===== src/rtl/oht_pkg.sv =====
package oht_pkg;

    // Configuration register indexes.
    typedef enum logic [2:0] {
        REG_GOAL_TEMP         = 3'd0,
        REG_STOP_BAND_ABOVE   = 3'd1,
        REG_START_BAND_BELOW  = 3'd2,
        REG_EARLY_STOP_ABOVE  = 3'd3,
        REG_EARLY_START_ABOVE = 3'd4,
        REG_MIN_ON_SECONDS    = 3'd5,
        REG_MIN_OFF_SECONDS   = 3'd6
    } t_reg_index;

    localparam int unsigned TEMP_W = 8;
    localparam int unsigned CNT_W  = 8;
    localparam int unsigned WARM_W = 16;
    localparam int unsigned HOLD_W = 4;
    localparam int unsigned LVL_W  = 2;
    localparam int unsigned CMP_W  = 10;

    // Reset values of the configuration registers.
    localparam logic [TEMP_W-1:0] RST_GOAL_TEMP         = 8'd128;
    localparam logic [TEMP_W-1:0] RST_STOP_BAND_ABOVE   = 8'd22;
    localparam logic [TEMP_W-1:0] RST_START_BAND_BELOW  = 8'd0;
    localparam logic [TEMP_W-1:0] RST_EARLY_STOP_ABOVE  = 8'd17;
    localparam logic [TEMP_W-1:0] RST_EARLY_START_ABOVE = 8'd3;
    localparam logic [CNT_W-1:0]  RST_MIN_ON_SECONDS    = 8'd80;
    localparam logic [CNT_W-1:0]  RST_MIN_OFF_SECONDS   = 8'd30;

    // Warm-up thresholds.
    localparam logic [TEMP_W-1:0] WARM_EXIT_DIFF  = 8'd35;
    localparam logic [WARM_W-1:0] WARM_EARLY_SECS = 16'd120;
    localparam logic [WARM_W-1:0] WARM_MID_SECS   = 16'd240;
    localparam logic [TEMP_W-1:0] WARM_COLD_TEMP  = 8'd80;
    localparam logic [TEMP_W-1:0] WARM_MID_TEMP   = 8'd100;
    localparam logic [CNT_W-1:0]  WARM_LIMIT_COLD = 8'd11;
    localparam logic [CNT_W-1:0]  WARM_LIMIT_MID  = 8'd16;
    localparam logic [CNT_W-1:0]  WARM_LIMIT_HOT  = 8'd22;

    // Regulation thresholds.
    localparam logic [CNT_W-1:0]  FORCED_RESTART_SECS = 8'd60;
    localparam logic [CNT_W-1:0]  DUTY_LOW_SECS       = 8'd2;
    localparam logic [CNT_W-1:0]  DUTY_PERIOD_LAST    = 8'd12;
    localparam logic [HOLD_W-1:0] HOLD_OFF_SECS       = 4'd10;

    localparam logic [LVL_W-1:0]  LEVEL_OFF  = 2'd0;
    localparam logic [LVL_W-1:0]  LEVEL_FULL = 2'd3;

endpackage


===== src/rtl/oven_heater_thermostat.sv =====
// Oven heater thermostat. Each transfer on the input channel carries one
// temperature reading (higher is hotter) and a flag marking a one-second tick;
// each produces exactly one transfer on the output channel with the heater
// level (0 off to 3 full), the heating flag and the phase after that reading.
// After reset the block passes through an init step, then warms up at full
// level until the reading comes closer than 35 counts to the goal, then
// regulates with a hysteresis thermostat: hard stop and start bands, early
// stop and start bands that apply only after the minimum on and off times, a
// forced restart after 60 s off and a 13-second duty cycle whose first three
// seconds give level 0. For ten seconds after regulation starts the level is
// held at 0. The block is a two-register pipeline: a reading is captured in an
// input register, and once the result register can take it, all the
// thermostat arithmetic (a handful of 10-bit compares and saturating counter
// updates) runs in one pass into the result register and the state registers.
// It takes one reading every clock cycle while the output side keeps taking
// results, and each result is offered on the output from the result register.
// Configuration registers are written through their own channel, which is
// always ready, and should only be written while no reading is in flight.
module oven_heater_thermostat (
    input  logic       i_clk,
    input  logic       i_rst_n,
    // reading channel
    input  logic       i_valid,
    output logic       o_ready,
    input  logic [7:0] i_now_temp,
    input  logic       i_second_tick,
    // result channel
    output logic       o_valid,
    input  logic       i_ready,
    output logic [1:0] o_heat_level,
    output logic       o_heater_on,
    output logic [1:0] o_phase,
    // configuration channel
    input  logic       i_cfg_valid,
    output logic       o_cfg_ready,
    input  logic [2:0] i_cfg_index,
    input  logic [7:0] i_cfg_data
);

    typedef enum logic [1:0] {
        PH_INIT  = 2'd0,
        PH_WARM  = 2'd1,
        PH_REGUL = 2'd2
    } t_phase;

    localparam int unsigned TW = oht_pkg::TEMP_W;
    localparam int unsigned CW = oht_pkg::CNT_W;
    localparam int unsigned WW = oht_pkg::WARM_W;
    localparam int unsigned HW = oht_pkg::HOLD_W;
    localparam int unsigned LW = oht_pkg::LVL_W;
    localparam int unsigned SW = oht_pkg::CMP_W;

    // Configuration registers.
    logic [TW-1:0] r_goal_temp, r_stop_band_above, r_start_band_below;
    logic [TW-1:0] r_early_stop_above, r_early_start_above;
    logic [CW-1:0] r_min_on_seconds, r_min_off_seconds;

    // Input register.
    logic          r_in_valid;
    logic [TW-1:0] r_now_temp;
    logic          r_tick;

    // Thermostat state.
    t_phase        r_phase, n_phase;
    logic          r_flag, n_flag;
    logic [CW-1:0] r_on_secs, n_on_secs;
    logic [CW-1:0] r_off_secs, n_off_secs;
    logic [CW-1:0] r_cycle_secs, n_cycle_secs;
    logic [WW-1:0] r_warm_secs, n_warm_secs;
    logic [HW-1:0] r_hold_secs, n_hold_secs;
    logic [LW-1:0] r_level_hold, n_level;

    // Result register.
    logic          r_out_valid;
    logic [LW-1:0] r_out_level;
    logic          r_out_flag;
    logic [1:0]    r_out_phase;

    logic advance;
    logic in_take;

    assign advance     = r_in_valid && (!r_out_valid || i_ready);
    assign o_ready     = !r_in_valid || advance;
    assign in_take     = i_valid && o_ready;
    assign o_cfg_ready = 1'b1;

    assign o_valid      = r_out_valid;
    assign o_heat_level = r_out_level;
    assign o_heater_on  = r_out_flag;
    assign o_phase      = r_out_phase;

    // Signed views for the band compares; goal minus a band may go negative
    // and goal plus a band may exceed 255, and neither may wrap.
    logic signed [SW-1:0] s_now, s_goal;
    logic signed [SW-1:0] s_stop_lim, s_start_lim, s_early_start_lim, s_early_stop_lim;

    assign s_now             = signed'({2'b00, r_now_temp});
    assign s_goal            = signed'({2'b00, r_goal_temp});
    assign s_stop_lim        = s_goal + signed'({2'b00, r_stop_band_above});
    assign s_start_lim       = s_goal - signed'({2'b00, r_start_band_below});
    assign s_early_start_lim = s_goal + signed'({2'b00, r_early_start_above});
    assign s_early_stop_lim  = s_goal + signed'({2'b00, r_early_stop_above});

    logic          near_goal;
    logic [TW:0]   goal_diff;
    logic [WW-1:0] warm_inc;
    logic [CW-1:0] cycle_inc, warm_limit, cycle_wrap;
    logic          reg_flag;

    assign goal_diff = {1'b0, r_goal_temp} - {1'b0, r_now_temp};
    // goal_diff[TW] set means the reading is above the goal.
    assign near_goal = goal_diff[TW] || (goal_diff[TW-1:0] < oht_pkg::WARM_EXIT_DIFF);

    always_comb begin
        // Warm-up counters, saturating.
        warm_inc  = r_warm_secs;
        cycle_inc = r_cycle_secs;
        if (r_tick) begin
            if (r_warm_secs != {WW{1'b1}}) begin
                warm_inc = r_warm_secs + WW'(1);
            end
            if (r_cycle_secs != {CW{1'b1}}) begin
                cycle_inc = r_cycle_secs + CW'(1);
            end
        end
        if (warm_inc < oht_pkg::WARM_EARLY_SECS && r_now_temp < oht_pkg::WARM_COLD_TEMP) begin
            warm_limit = oht_pkg::WARM_LIMIT_COLD;
        end else if (warm_inc < oht_pkg::WARM_MID_SECS
                     && r_now_temp < oht_pkg::WARM_MID_TEMP) begin
            warm_limit = oht_pkg::WARM_LIMIT_MID;
        end else begin
            warm_limit = oht_pkg::WARM_LIMIT_HOT;
        end

        // Thermostat decision from the hard and early bands.
        if (s_now > s_stop_lim) begin
            reg_flag = 1'b0;
        end else if (s_now <= s_start_lim) begin
            reg_flag = 1'b1;
        end else if (!r_flag) begin
            reg_flag = (r_off_secs > r_min_off_seconds) && (s_now <= s_early_start_lim);
        end else begin
            reg_flag = !((r_on_secs > r_min_on_seconds) && (s_now > s_early_stop_lim));
        end

        // Duty cycle counter while heating in regulation; wraps at 8 bits.
        cycle_wrap = r_tick ? r_cycle_secs + CW'(1) : r_cycle_secs;

        n_phase      = r_phase;
        n_flag       = r_flag;
        n_on_secs    = r_on_secs;
        n_off_secs   = r_off_secs;
        n_cycle_secs = r_cycle_secs;
        n_warm_secs  = r_warm_secs;
        n_hold_secs  = r_hold_secs;
        n_level      = r_level_hold;

        unique case (r_phase)
            PH_INIT: begin
                n_phase     = PH_WARM;
                n_on_secs   = '0;
                n_off_secs  = '0;
                n_hold_secs = '0;
                n_warm_secs = '0;
                n_level     = oht_pkg::LEVEL_FULL;
            end
            PH_WARM: begin
                if (near_goal) begin
                    n_hold_secs = oht_pkg::HOLD_OFF_SECS;
                    n_flag      = 1'b0;
                    n_phase     = PH_REGUL;
                end else begin
                    n_warm_secs  = warm_inc;
                    n_cycle_secs = (cycle_inc > warm_limit) ? '0 : cycle_inc;
                end
            end
            PH_REGUL: begin
                n_flag  = reg_flag;
                n_level = oht_pkg::LEVEL_OFF;
                if (reg_flag) begin
                    if (cycle_wrap > oht_pkg::DUTY_LOW_SECS) begin
                        n_level = oht_pkg::LEVEL_FULL;
                    end
                    n_cycle_secs = (cycle_wrap > oht_pkg::DUTY_PERIOD_LAST) ? '0 : cycle_wrap;
                end else if (r_off_secs >= oht_pkg::FORCED_RESTART_SECS) begin
                    // Forced restart after a long off period.
                    n_flag = 1'b1;
                end
            end
            default: begin
                n_phase = PH_WARM;
            end
        endcase

        // Hold-off forces the level off and counts down on ticks.
        if (n_hold_secs != '0) begin
            n_level = oht_pkg::LEVEL_OFF;
            if (r_tick) begin
                n_hold_secs = n_hold_secs - HW'(1);
            end
        end

        // On and off time, from the flag after this reading.
        if (n_flag) begin
            if (r_tick && n_on_secs != {CW{1'b1}}) begin
                n_on_secs = n_on_secs + CW'(1);
            end
            n_off_secs = '0;
        end else begin
            if (r_tick && n_off_secs != {CW{1'b1}}) begin
                n_off_secs = n_off_secs + CW'(1);
            end
            n_on_secs = '0;
        end
    end

    always_ff @(posedge i_clk) begin
        if (!i_rst_n) begin
            r_goal_temp         <= oht_pkg::RST_GOAL_TEMP;
            r_stop_band_above   <= oht_pkg::RST_STOP_BAND_ABOVE;
            r_start_band_below  <= oht_pkg::RST_START_BAND_BELOW;
            r_early_stop_above  <= oht_pkg::RST_EARLY_STOP_ABOVE;
            r_early_start_above <= oht_pkg::RST_EARLY_START_ABOVE;
            r_min_on_seconds    <= oht_pkg::RST_MIN_ON_SECONDS;
            r_min_off_seconds   <= oht_pkg::RST_MIN_OFF_SECONDS;
            r_in_valid          <= 1'b0;
            r_out_valid         <= 1'b0;
            r_phase             <= PH_INIT;
            r_flag              <= 1'b0;
            r_on_secs           <= '0;
            r_off_secs          <= '0;
            r_cycle_secs        <= '0;
            r_warm_secs         <= '0;
            r_hold_secs         <= '0;
            r_level_hold        <= oht_pkg::LEVEL_OFF;
        end else begin
            if (i_cfg_valid) begin
                unique case (i_cfg_index)
                    oht_pkg::REG_GOAL_TEMP:         r_goal_temp         <= i_cfg_data;
                    oht_pkg::REG_STOP_BAND_ABOVE:   r_stop_band_above   <= i_cfg_data;
                    oht_pkg::REG_START_BAND_BELOW:  r_start_band_below  <= i_cfg_data;
                    oht_pkg::REG_EARLY_STOP_ABOVE:  r_early_stop_above  <= i_cfg_data;
                    oht_pkg::REG_EARLY_START_ABOVE: r_early_start_above <= i_cfg_data;
                    oht_pkg::REG_MIN_ON_SECONDS:    r_min_on_seconds    <= i_cfg_data;
                    oht_pkg::REG_MIN_OFF_SECONDS:   r_min_off_seconds   <= i_cfg_data;
                    default: ;
                endcase
            end

            if (in_take) begin
                r_in_valid <= 1'b1;
                r_now_temp <= i_now_temp;
                r_tick     <= i_second_tick;
            end else if (advance) begin
                r_in_valid <= 1'b0;
            end

            if (advance) begin
                r_phase      <= n_phase;
                r_flag       <= n_flag;
                r_on_secs    <= n_on_secs;
                r_off_secs   <= n_off_secs;
                r_cycle_secs <= n_cycle_secs;
                r_warm_secs  <= n_warm_secs;
                r_hold_secs  <= n_hold_secs;
                r_level_hold <= n_level;
                r_out_valid  <= 1'b1;
                r_out_level  <= n_level;
                r_out_flag   <= n_flag;
                r_out_phase  <= n_phase;
            end else if (i_ready) begin
                r_out_valid <= 1'b0;
            end
        end
    end

endmodule


===== config.mk =====
export PLATFORM = sky130hd
export DESIGN_NAME = oven_heater_thermostat
export DESIGN_NICKNAME = d
export VERILOG_FILES = /design/src/rtl/oht_pkg.sv /design/src/rtl/oven_heater_thermostat.sv
export SDC_FILE = /design/constraint.sdc
export NUM_CORES = 1
export LEC_CHECK = 0
export ABC_AREA = 1
export BUFFER_PORTS_ARGS = -buffer_cell sky130_fd_sc_hd__buf_4
export CORE_ASPECT_RATIO = 0.5
export CORE_MARGIN = 4
export CORE_UTILIZATION = 45
export CTS_CLUSTER_SIZE = 14
export DETAILED_ROUTE_END_ITERATION = 16
export SYNTH_ARGS = -nofsm -noshare
export SYNTH_HDL_FRONTEND = slang
export SYNTH_SLANG_ARGS = --single-unit

===== constraint.sdc =====
create_clock -name i_clk -period 4.04 [get_ports i_clk]
set_input_delay 0.808 -clock i_clk [delete_from_list [all_inputs] [get_ports i_clk]]
set_output_delay 0.808 -clock i_clk [all_outputs]
set_load 0.05 [all_outputs]

==> metrics.csv <==
stage,metric,value,unit
run_status,status,finished clean,
timing,fin crit share,89.93,%
synth,"Avg Cell Area, Syn",6.951,um2
critical_path,R2R depth,27,
synth,post-synthesis register bit count,121,
timing,Clock Skew,10.07,ps
synth,Synth Area in Simple Gates,28.36,%
place,placed wire-length estimate,17.67,mm
synth,xor/xnor share of the synthesized area,4.331,%
synth,Post-synth ARST share,0,%
floorplan,Site Rows,36,
power_and_ir_drop,Flop pwr share,40.0,%
synth,sequential share of the synthesized area,28.80,%
synth,syn_nets,1410,
synth,Cell variety after synth,49,
global_route,total grt overflow,0,
detailed_routing,WL per Instance,15.03,um
critical_path,r2r endpoint,r_on_secs[7]$_SDFFE_PN0P_,
timing,Slew Limit Fails,0,
min_path,beginning of the worst hold path,r_hold_secs[1]$_SDFFE_PN0P_,
clocking,Clock Sink Count,121,
floorplan,chip width,206.9,um
synth,"area leader, netlist",dfxtp_1,
clocking,CTS root buf,clkbuf_16,
floorplan,die height,107.4,um
timing,Final min period,3633,ps
clocking,CTS tree,built,
power_and_ir_drop,Int Power,2.312,mW
clocking,clock-pin slew on the worst setup and hold paths,50,ps
layout,"commonest non-fill, non-tap cell in the layout",nand2_1,
clocking,Worst-Skew Late Latency,430,ps
synth,"EDFF count, synth",14,
synth,mux share of post-synthesis cell area,0.2531,%
detailed_routing,drt pass-1 iters,5,
timing,Final Hold Violating Endpoints,0,
timing,setup TNS,0,ps
critical_path,Reg2Reg Setup Slack,410,ps
critical_path,Critical Path Start Type,flip-flop,
layout,Final nets,1443,
synth,Synth Cell Area,8897,um2
detailed_routing,DRT iter0 DRCs,404,
floorplan,Starting Density,45.83,%
detailed_routing,Routed Antenna Nets,0,
power_and_ir_drop,Net Sw Power,0.9072,mW
floorplan,core area,19410,um2
power_and_ir_drop,combinational power share,15.9,%
timing,final-report setup violation count,0,
global_route,first-pass GRT wire length,39.33,mm
layout,most frequent cells in the layout,"266 x nand2_1, 171 x inv_1, 135 x nor2_1",
synth,combinational family with the most area after synthesis,simple AND/OR/NAND/NOR gates,
critical_path,reg2reg start,r_goal_temp[2]$_SDFFE_PN0P_,
clocking,clock buffer depth,2,
place,IO buf count,31,
timing,worst slew pin tran,889.7,ps
layout,Area Overhead vs Synth,11.97,%
place,Placer Congestion,0.8946,
global_route,largest net degree at the start of global routing,41,
synth,YS warnings,0,
timing,unrepaired setup endpoints after global routing,no,
min_path,WHS Endpoint,r_hold_secs[1]$_SDFFE_PN0P_,
timing,Max Fclk,0.2752,GHz
power_and_ir_drop,VDD IR-drop max,315.9,uV
clocking,post-CTS setup buffers,0,
global_route,total track usage,22.48,%
detailed_routing,DRC errors left,0,
floorplan,IO Pins,33,
power_and_ir_drop,power per cell area,323.1,nW/um2
layout,Antenna diodes,0,
layout,Util after Layout,51.31,%
critical_path,Worst Path Arrival,3940,ps
critical_path,CP endpoint kind,flip-flop,
power_and_ir_drop,clock share of power,44.0,%
synth,main area contributors after synthesis,"dfxtp_1 24%, ha_1 14%, nand2_1 11%",
floorplan,die footprint,22220,um2
critical_path,WP data required,4350,ps
critical_path,Setup Crit Path Kind,reg2reg,
synth,Post-Synth Adder-Cell Area,15.19,%
synth,Post-Syn Instances,1280,
run,max_cap viols,0,
global_route,initial antenna violation count,0,
detailed_routing,Post-Route WL,23.90,mm
power_and_ir_drop,sw frac,28.18,%
synth,Synth top area share,24.08,%
synth,most common flop cell mapped by yosys,dfxtp_1,
clocking,H-Tree Level Count,4,
global_route,via count of the first global-routing pass,7978,
critical_path,critical-path maximum fanout,8,
power_and_ir_drop,Leakage,4.695,nW
timing,Slew HR,39.91,%
min_path,Hold Path Cell Cnt,2,
detailed_routing,vias per inst,5.189,
synth,compound-gate portion of the synthesized area,14.13,%
layout,ratio of cells with drive above 1 in the final layout,8.308,%
detailed_routing,DR vias,8250,
min_path,HP Class,reg2reg,
clocking,TritonCTS buffer count,17,
cells by family after synthesis:
group,count (synthesis)
AND/OR/NAND/NOR,572
multiplexers,2
flip-flops,121
other,1
adder cells (fa/ha/maj),105
buffers and inverters,207
XOR/XNOR,44
AO/OA/AOI/OAI,228
what timing repair did:
item	CTS	global route
endpoints found under the hold margin	0	0
setup endpoints to repair	0	30
resized for setup	0	5
hold buffers	0	0
worst max-delay path, stage by stage (launching register included):
cell     delay, ps
dfxtp_2        370
ha_1           380
a21oi_1        140
nand2_1         90
nand2_1         70
a21oi_1         70
nor2_1         150
inv_1           60
a21oi_1        130
nor2_1          50
nor2_1         100
xor2_1         160
ha_1           260
and3_1         180
nand2_1         60
nand2_1         40
nor2_1          80
nand3_1        130
nand2_1         80
nand2_1         50
nand2_1         60
nand2_1        100
nand3_1        120
nand3_2        170
nand2_2        150
inv_1          110
nand3_1         80
o21ai_1         70
cell usage after synthesis (2+ instances only):
cell type,n
a21oi_1,107
nor2_4,4
nor3_1,16
o22ai_1,7
buf_4,2
a21o_1,6
o21ai_2,2
a31oi_1,2
o21ai_1,5
nor2_1,135
nor2_2,3
edfxtp_1,14
nand4_1,40
or2_2,5
clkinv_1,5
nand3_1,81
inv_1,171
o21ai_0,72
o211ai_1,15
clkbuf_1,16
ha_1,100
o21bai_1,5
and3_1,2
dfxtp_1,107
nor3_2,2
buf_2,5
buf_1,2
xor2_1,28
nand2_1,267
nand2_2,7
xnor2_1,16
inv_2,6
nand3_2,5
fa_1,5
worst max-delay path by stage:
stage                                            from                           end  depth (start not counted)
after floorplan           r_goal_temp[1]$_SDFFE_PN0P_  r_cycle_secs[0]$_SDFFE_PN0P_                         23
after global placement    r_goal_temp[1]$_SDFFE_PN0P_  r_cycle_secs[2]$_SDFFE_PN0P_                         23
after detailed placement  r_goal_temp[1]$_SDFFE_PN0P_     r_on_secs[7]$_SDFFE_PN0P_                         20
after CTS                 r_goal_temp[1]$_SDFFE_PN0P_     r_on_secs[7]$_SDFFE_PN0P_                         20
after global routing      r_goal_temp[0]$_SDFFE_PN0P_  r_cycle_secs[0]$_SDFFE_PN0P_                         24
final                     r_goal_temp[2]$_SDFFE_PN0P_     r_on_secs[7]$_SDFFE_PN0P_                         27
power by group through the flow:
stage                     logic, mW  registers (mW)  clock network [mW]
after floorplan               0.363            1.31                   0
after global placement        0.498            1.31                   0
after detailed placement      0.507            1.31                   0
after CTS                     0.511            1.29                1.45
after global routing          0.593            1.29                1.50
final                         0.513            1.29                1.42
through the flow:
| stage | instance area [um2] | setup slack (ps) | hold slack, ps | cells | total power [mW] |
|---|---|---|---|---|---|
| 2_1_floorplan | 8897 | 836.6 | 420.8 | 1280 | 1.669 |
| 3_3_place_gp | 9415 | 347.1 | 435.4 | 1560 | 1.811 |
| 3_5_place_dp | 9415 | 272.9 | 441.6 | 1560 | 1.820 |
| 4_1_cts | 9953 | 232.8 | 452.9 | 1590 | 3.245 |
| 5_1_grt | 9962 | 43.60 | 481.5 | 1590 | 3.389 |
| 6_report | 9962 | 406.9 | 451.3 | 1590 | 3.219 |
layer usage:
| metal | up-vias | GRT usage (%) | wire length (um) |
|---|---|---|---|
| li1 | 4304 | - | - |
| met1 | 3739 | 29.17 | 11350 |
| met2 | 180 | 38.24 | 11020 |
| met3 | 27 | 4.455 | 1165 |
| met4 | 0 | 6.409 | 369 |
| met5 | - | 0 | 0 |
state kept, by name (all words and copies together), names as in the netlist:
register and cells:
r_warm_secs 16, r_cycle_secs 8, r_early_start_above 8, r_early_stop_above 8, r_goal_temp 8, r_min_off_seconds 8
r_min_on_seconds 8, r_now_temp 8, r_off_secs 8, r_on_secs 8, r_start_band_below 8, r_stop_band_above 8
r_hold_secs 4, o_heat_level 2, o_phase 2, r_level_hold 2, r_phase 2, o_heater_on 1
o_valid 1, r_flag 1, r_in_valid 1, r_tick 1
final cells by class:
cell class	instances	area (um2)
Clock buffer	27	523.0
Fill cell	1903	9452
Sequential cell	121	2565
Multi-Input combinational cell	952	5550
Tap cell	266	332.8
Timing Repair Buffer	39	292.8
Inverter	182	683.2
Clock inverter	3	15.01
No activity file was read; power rests on OpenSTA's default activity.
